## config.mk

```make
export PLATFORM = sky130hd
export DESIGN_NAME = salcp_ctrl
export DESIGN_NICKNAME = d
export VERILOG_FILES = /design/src/rtl/salcp_pkg.sv /design/src/rtl/salcp_ctrl.sv
export SDC_FILE = /design/constraint.sdc
export NUM_CORES = 1
export LEC_CHECK = 0
export BUFFER_PORTS_ARGS = -buffer_cell sky130_fd_sc_hd__buf_2
export CORE_MARGIN = 1
export CORE_UTILIZATION = 43
export DETAILED_ROUTE_END_ITERATION = 10
export PLACE_DENSITY_LB_ADDON = 0.1
export SETUP_SLACK_MARGIN = 0.4
export SLEW_MARGIN = 10
export SYNTH_ARGS = -nofsm -noshare
export SYNTH_HDL_FRONTEND = slang
export SYNTH_SLANG_ARGS = --single-unit
export TNS_END_PERCENT = 5
```

## constraint.sdc

```tcl
create_clock -name aclk -period 3.37 [get_ports aclk]
set_input_delay 0.337 -clock aclk [delete_from_list [all_inputs] [get_ports aclk]]
set_output_delay 0.337 -clock aclk [all_outputs]
set_load 0.03 [all_outputs]
```

## src/rtl/salcp_pkg.sv

```systemverilog
// Package with types, codes and constants of the suffix array builder.
`default_nettype none
package salcp_pkg;

    localparam int FIELD_W = 13;
    localparam int DEF_MAX_LEN = 4096;
    localparam int DEF_ALPHABET = 26;
    localparam logic [7:0] CHAR_BASE = 8'd97;

    typedef enum logic [1:0] {
        ACT_APPEND = 2'd0,
        ACT_BUILD  = 2'd1,
        ACT_READ   = 2'd2,
        ACT_CLEAR  = 2'd3
    } act_t;

    typedef enum logic [1:0] {
        ST_OK       = 2'd0,
        ST_BAD_CHAR = 2'd1,
        ST_FULL     = 2'd2,
        ST_RANGE    = 2'd3
    } stat_t;

    typedef struct packed {
        act_t               action;
        logic [7:0]         char_code;
        logic [FIELD_W-1:0] rank_index;
    } req_t;

    typedef struct packed {
        stat_t              status;
        logic [FIELD_W-1:0] suffix_start;
        logic [FIELD_W-1:0] lcp_prev;
        logic [FIELD_W-1:0] text_length;
    } rsp_t;

    typedef enum logic [5:0] {
        S_IDLE, S_DEC, S_RDW, S_FIN, S_DONE,
        S_INIT_RD, S_INIT_WR,
        S_CLR, S_CNT_A, S_CNT_B, S_CNT_C, S_CNT_D,
        S_PFX_RD, S_PFX_WR, S_PL_A, S_PL_B, S_PL_C, S_PL_D,
        S_TAIL, S_SH_RD, S_SH_WR,
        S_CLS_A, S_CLS_B, S_CLS_C, S_CLS_D,
        S_INV_RD, S_INV_WR,
        S_K_A, S_K_B, S_K_C, S_K_D, S_K_E, S_K_F
    } state_t;

    typedef struct packed {
        state_t phase;
        logic   take;
    } cmd_t;

    typedef struct packed {
        act_t action;
        logic empty;
        logic req_ok;
        logic at_n;
        logic at_top;
        logic at_one;
        logic first;
        logic more;
        logic r_low;
        logic inb;
        logic eq;
        logic out_free;
    } sts_t;

endpackage
`default_nettype wire

```

## src/rtl/salcp_ctrl.sv

```systemverilog
// Controller state machine that sequences requests and the build passes.
`default_nettype none
module salcp_ctrl
    import salcp_pkg::*;
(
    input  wire logic aclk,
    input  wire logic aresetn,
    input  wire logic s_valid,
    input  wire sts_t sts,
    output cmd_t      cmd
);

    state_t state_reg, state_next;

    always_ff @(posedge aclk) begin
        if (!aresetn) begin
            state_reg <= S_IDLE;
        end else begin
            state_reg <= state_next;
        end
    end

    always_comb begin
        state_t next_i;
        next_i = sts.at_n ? S_DONE : S_K_A;
        state_next = state_reg;
        cmd.phase = state_reg;
        cmd.take = (state_reg == S_IDLE);
        case (state_reg)
            S_IDLE: begin
                if (s_valid) state_next = S_DEC;
            end
            S_DEC: begin
                case (sts.action)
                    ACT_BUILD: state_next = sts.empty ? S_DONE : S_INIT_RD;
                    ACT_READ:  state_next = sts.req_ok ? S_RDW : S_FIN;
                    default:   state_next = S_FIN;
                endcase
            end
            S_RDW:     state_next = S_FIN;
            S_DONE:    state_next = S_FIN;
            S_FIN: begin
                if (sts.out_free) state_next = S_IDLE;
            end
            S_INIT_RD: state_next = S_INIT_WR;
            S_INIT_WR: state_next = sts.at_n ? S_CLR : S_INIT_RD;
            S_CLR: begin
                if (sts.at_top) state_next = S_CNT_A;
            end
            S_CNT_A:   state_next = S_CNT_B;
            S_CNT_B:   state_next = S_CNT_C;
            S_CNT_C:   state_next = S_CNT_D;
            S_CNT_D:   state_next = sts.at_n ? S_PFX_RD : S_CNT_A;
            S_PFX_RD:  state_next = S_PFX_WR;
            S_PFX_WR:  state_next = sts.at_top ? S_PL_A : S_PFX_RD;
            S_PL_A:    state_next = S_PL_B;
            S_PL_B:    state_next = S_PL_C;
            S_PL_C:    state_next = S_PL_D;
            S_PL_D: begin
                if (sts.at_one) begin
                    state_next = sts.first ? S_TAIL : S_CLS_A;
                end else begin
                    state_next = S_PL_A;
                end
            end
            S_TAIL: begin
                if (sts.at_n) state_next = S_SH_RD;
            end
            S_SH_RD:   state_next = S_SH_WR;
            S_SH_WR:   state_next = sts.at_n ? S_CLR : S_SH_RD;
            S_CLS_A:   state_next = S_CLS_B;
            S_CLS_B:   state_next = S_CLS_C;
            S_CLS_C:   state_next = S_CLS_D;
            S_CLS_D: begin
                if (sts.at_n) begin
                    state_next = sts.more ? S_TAIL : S_INV_RD;
                end else begin
                    state_next = S_CLS_A;
                end
            end
            S_INV_RD:  state_next = S_INV_WR;
            S_INV_WR:  state_next = sts.at_n ? S_K_A : S_INV_RD;
            S_K_A:     state_next = S_K_B;
            S_K_B:     state_next = sts.r_low ? next_i : S_K_C;
            S_K_C:     state_next = S_K_D;
            S_K_D:     state_next = sts.inb ? S_K_E : next_i;
            S_K_E:     state_next = S_K_F;
            S_K_F:     state_next = sts.eq ? S_K_D : next_i;
            default:   state_next = S_IDLE;
        endcase
    end

endmodule
`default_nettype wire

```

Word-level counts from Yosys, hierarchy flattened
Cells that the tools add are included.
- flip-flop bits (word level): 6
- output and inout bits: 7
- logic and storage cells: 63
- eq/ne operators: 38
- multiplexer cells: 21
- reduce and logical (&&, ||, !) cells: 3
- operators by type and width (cell ; number):
    $pmux W6 S32 ; 1
    $eq A6 B5 Y1 const B ; 16
    $eq A6 B4 Y1 const B ; 8
    $mux W5 ; 6
    $eq A6 B3 Y1 const B ; 4
    $mux W6 ; 4
    $eq A6 B2 Y1 const B ; 2
    $mux W4 ; 2
    $ne A2 B2 Y1 const B ; 4
    $eq A6 B1 Y1 const B ; 1
    $eq A6 B6 Y1 const B ; 1
    $logic_not A6 Y1 ; 1
    $mux W2 ; 3
    $mux W3 ; 2
    $pmux W3 S2 ; 1
    $reduce_and A4 Y1 ; 1
    $eq A2 B1 Y1 const B ; 1
    $eq A2 B2 Y1 const B ; 1
    $mux W1 ; 2
    $reduce_or A2 Y1 ; 1

Depth between registers and ports, before layout
- word-level depth: 3
- gate-level depth with buffers: 7
- gate-level depth less buffers: 7

Least setup slack after synthesis
Ideal clock, no wire load.
- path kind: register -> register
- start: register state_reg[1]
- end: register state_reg[1]
- library setup time: 0.129 ns
- arrival time: 1.628 ns
- data required time: 3.241 ns
- path slack: 1.613 ns
- cell stages (with the launch flop): 7
- buffers on the path: 1
- cell sequence: dfxtp_1 > buf_4 > nand2_1 > a32o_1 > a32o_1 > nor3_1 > a31oi_1
- longest elaborated chain between the ends: 3
- elaborated cells on any way between the ends: 40
- those cells by class: 36 x eq/ne; 1 x mux; 3 x reduce/logical
- RTL lines (what ; RTL line ; source):
    start: declaration ; salcp_ctrl.sv:13 ; state_t state_reg, state_next;
    start signal: assignment ; salcp_ctrl.sv:19 ; state_reg <= state_next;
    $eq A6 B3 Y1, or another cell as far along ; salcp_ctrl.sv:29 ; case (state_reg)
    $reduce_or A2 Y1 (no line) or $ne A2 B2 Y1 (tied branches) ; - ;
    $pmux W6 S32 or $reduce_and A4 Y1 (tied branches) ; - ;
Several ways; a longest one is shown, not always the timed one.
A chain may end at the register's enable or synchronous reset.

Final worst setup path
- start: register state_reg[2]
- end: register state_reg[0]
Same word-level chain as after synthesis.

==> results.txt <==
For this design, the sink count on the clock tree is 6. Combinational logic is responsible for 47.5% of the overall power. The total global routing track utilization came out at 24.49%. The number of flip-flops in the largest register is 6. The total overflow left after global routing is 0. The achievable frequency came out at 0.4410 GHz. The run finished with clean final reports. The max-capacitance violation count came out at 0. The mapped cell area came out at 914.6 um2.

The post-route minimum period is 2.268 ns. The compound-gate portion of the synthesized area is 35.98%. The global-route wire length before repair is 3995 um. The DRC violation total after the first TritonRoute iteration came out at 22. The areal power density over the cells came out at 349.5 mW/mm2. CTS built an H-tree with a depth of 1. The clock passes through at most 2 buffers. For hold timing, the worst endpoint is state_reg[5].

For this design the total switching power over the nets is 0.1665 mW. The post-synthesis instance total is 130. The die area is 0.002316 mm2. The number of iterations in the first detailed-routing pass came out at 4. The combinational family with the most area after synthesis is compound AO/OA/AOI/OAI gates. In this run the critical register-to-register path is launched from state_reg[2]. The post-synthesis net count is 149. In the layout the commonest cells are 22 x buf_2, 9 x a21oi_1, 8 x inv_1, 8 x nor2_1, 7 x o21ai_0. Using the TritonRoute via totals, the vias-per-cell ratio works out to 6.297. The number of antenna cells inserted came out at 0. After the last flow step, the layout net total stands at 166.

Setup repair after global routing left no endpoint under its margin. The post-synthesis simple-gate area fraction is 34.61%. The post-synthesis share of cell area spent on full adders, half adders and majority gates came out at 4.104%.

The CTS buffer count came out at 3. The fraction of power spent switching nets is 46.32%. The register bit total from synthesis came out at 6.

After clock tree synthesis, the flow added hold-fix buffers numbering 0. The max-slew violation total from the final report is 0. The clock root buffer master is clkbuf_4. Entering global routing, the biggest net connects 27 pins. After detailed placement, the design holds a cell count of 169. The clock-pin slew of the registers on the worst-case setup and hold paths came out at 0.05 ns. The required time at the endpoint of the critical path came out at 3.54 ns.

The number of distinct library cells after synthesis came out at 50. The post-CTS setup repair buffer count is 0. The transition time at the pin with the least slew margin came out at 0.9139 ns. The via count of the first global-routing pass was 863. Dividing the detail-routed wire length by the instance count gives 15.38 um. The synthesis warning total came out at 0. The critical path's largest stage delay came out at 0.85 ns. The most common cell after layout, fill and taps aside is buf_2. The largest voltage drop on the vdd net came out at 0.3227 mV.

The clock group share of total power came out at 18.4%. Data arrives at the worst endpoint at 2.44 ns. TritonCTS built the clock tree.

The clock network latency to the later pin of the worst-skew pair is 0.24 ns. The number of setup violations in the final report came out at 0. The worst setup path is captured at a flip-flop. Traced cell by cell, the critical path runs through mux2_1, a2111oi_0, or3_1, a211oi_1, o21ai_1. The tightest min-delay check is of the in -> reg type. The worst setup skew after layout is 0.002899 ns. The post-cts gate resize count is 0. The number of port buffers is 22. The startpoint identified for the worst hold timing path is aresetn. The mean instance size in the synthesized netlist is 7.036 um2.

Once layout is complete, the cells apart from fillers number 172. The endpoint of the worst-slack reg-to-reg timing path is state_reg[0]. The antenna violation net count after detailed routing is 0. The post-detailed-routing wire length is 2646 um.

The worst setup path is launched from a flip-flop. The internal power summed over all cells is 0.1930 mW. Along the worst path, the maximum fanout reaches 26. The detailed placer's ending HPWL is 1885 um. After synthesis, the share of cell area in mux cells is 2.326%. The floorplan step set the die width to 48.12 um. After detailed routing, the number of remaining DRC violations is 0. For this design, the slowest cell found on the critical path is dfxtp_1. During I/O placement, the number of pins put on the boundary was 23.

The static leakage came out at 0.3693 nW. The hold violation total from the final report is 0. Sequential cells burn 34.1% of the power.

The initial cell density of the core came out at 46.15%. The die extent in y is 48.12 um. The synthesized netlist devotes 0% of its cell area to XOR and XNOR gates. In the final layout, the share of cells above drive strength 1 is 20.69%. In this run the core area contains 16 standard-cell rows. The final estimated routing congestion in global placement is 0.8670. The overall via count from detail_route came out at 1083. The placeable core region came out at 0.001982 mm2. The area growth from synthesis to layout came out at 12.45%. The final total negative setup slack came out at 0 ns.

Measured against its own limit, the worst slew margin works out to 38.99%. The length in cells of the worst reg-to-reg path is 5. The share of synthesized area occupied by flip-flops and latches is 13.13%. The worst hold path was traced through 3 stages. The critical path is of the reg -> reg type. The worst-case register-to-register setup slack is 1.10 ns. The share of the cycle needed by the critical path after routing is 67.29%. The initial antenna violation count is 0.
==> cell type report <==
| cell class | count | area, um2 |
|---|---|---|
| clock buffer | 3 | 22.52 |
| fill | 208 | 953.4 |
| inverter | 10 | 37.54 |
| multi-input combinational | 104 | 704.4 |
| sequential | 6 | 120.1 |
| tap | 27 | 33.78 |
| timing repair buffer | 22 | 110.1 |
==> power groups by stage <==
| stage | Combinational [mW] | Sequential [mW] | Clock [mW] |
|---|---|---|---|
| after global placement | 0.169 | 0.122 | 0 |
| after global routing | 0.189 | 0.126 | 0.0744 |
| after detailed placement | 0.169 | 0.123 | 0 |
| final | 0.171 | 0.123 | 0.0661 |
| after floorplan | 0.143 | 0.106 | 0 |
| after CTS | 0.170 | 0.121 | 0.0665 |
==> metal layers <==
metal | vias up | share of wire (%) | wire length (um) | track usage [%]
met2 | 40 | 44 | 1155 | 36.49
met4 | 0 | 1.0 | 27 | 4.444
li1 | 539 | - | - | -
met5 | - | 0 | 0 | 0
met3 | 4 | 5.0 | 132 | 3.333
met1 | 500 | 50 | 1331 | 37.47
==> Yosys cell counts (all sizes together) <==
cell,number,area [um2]
a2111oi,4,35.03
a211o,1,8.760
a211oi,3,22.52
a21o,2,15.01
a21oi,9,45.04
a22oi,1,7.510
a311o,1,10.01
a311oi,2,17.52
a31o,1,8.760
a31oi,3,18.77
a32o,2,20.02
a41o,1,10.01
and2,1,6.260
and3,1,6.260
and4b,1,10.01
buf,8,45.04
clkbuf,2,7.510
dfxtp,6,120.1
ha,3,37.54
inv,10,37.54
mux2,1,11.26
mux2i,1,10.01
nand2,5,18.77
nand2b,6,45.04
nand3,4,20.02
nand3b,2,15.01
nand4,2,12.51
nand4b,1,8.760
nor2,8,30.03
nor2b,6,37.54
nor3,6,30.03
nor4,4,31.28
nor4bb,1,10.01
o2111ai,1,8.760
o21ai,8,40.03
o22a,1,8.760
o22ai,3,18.77
o2bb2ai,1,8.760
o31ai,1,7.510
o32ai,1,8.760
o41ai,1,8.760
or3,2,17.52
or4,1,7.510
or4b,1,10.01
==> how the worst max path moves through the flow <==
stage / slack [ns] / start / cells past startpoint / end
after floorplan: 1.61 / state_reg[1] / 6 / state_reg[1]
after global placement: 1.09 / state_reg[2] / 5 / state_reg[0]
after detailed placement: 1.13 / state_reg[2] / 5 / state_reg[0]
after CTS: 1.12 / state_reg[2] / 5 / state_reg[0]
after global routing: 0.95 / state_reg[2] / 5 / state_reg[0]
final: 1.10 / state_reg[2] / 5 / state_reg[0]
==> cell families after synthesis <==
logic type,Yosys count
buf+inv,20
simple gates,52
flops,6
compound gates,47
mux,2
fa+ha+maj,3
==> worst max-delay path, delay by kind of cell, from the launching register on <==
kind | cells | cell delay [ns]
flops | 1 | 0.85
compound gates | 3 | 0.77
simple gates | 1 | 0.20
mux | 1 | 0.38
==> metrics by stage <==
stage	worst slack, ns	hold WS, ns	utilization [%]	area, um2	power [mW]
floorplan	1.613	0.4989	-	914.6	0.2493
global placement	1.086	0.6487	50.76	1006	0.2904
detailed placement	1.127	0.6430	50.76	1006	0.2920
CTS	1.115	0.3861	51.89	1028	0.3579
global route	0.9454	0.4131	51.89	1028	0.3886
finish	1.102	0.3908	51.89	1028	0.3595
Note: power is estimated with default switching activity, not from simulation.
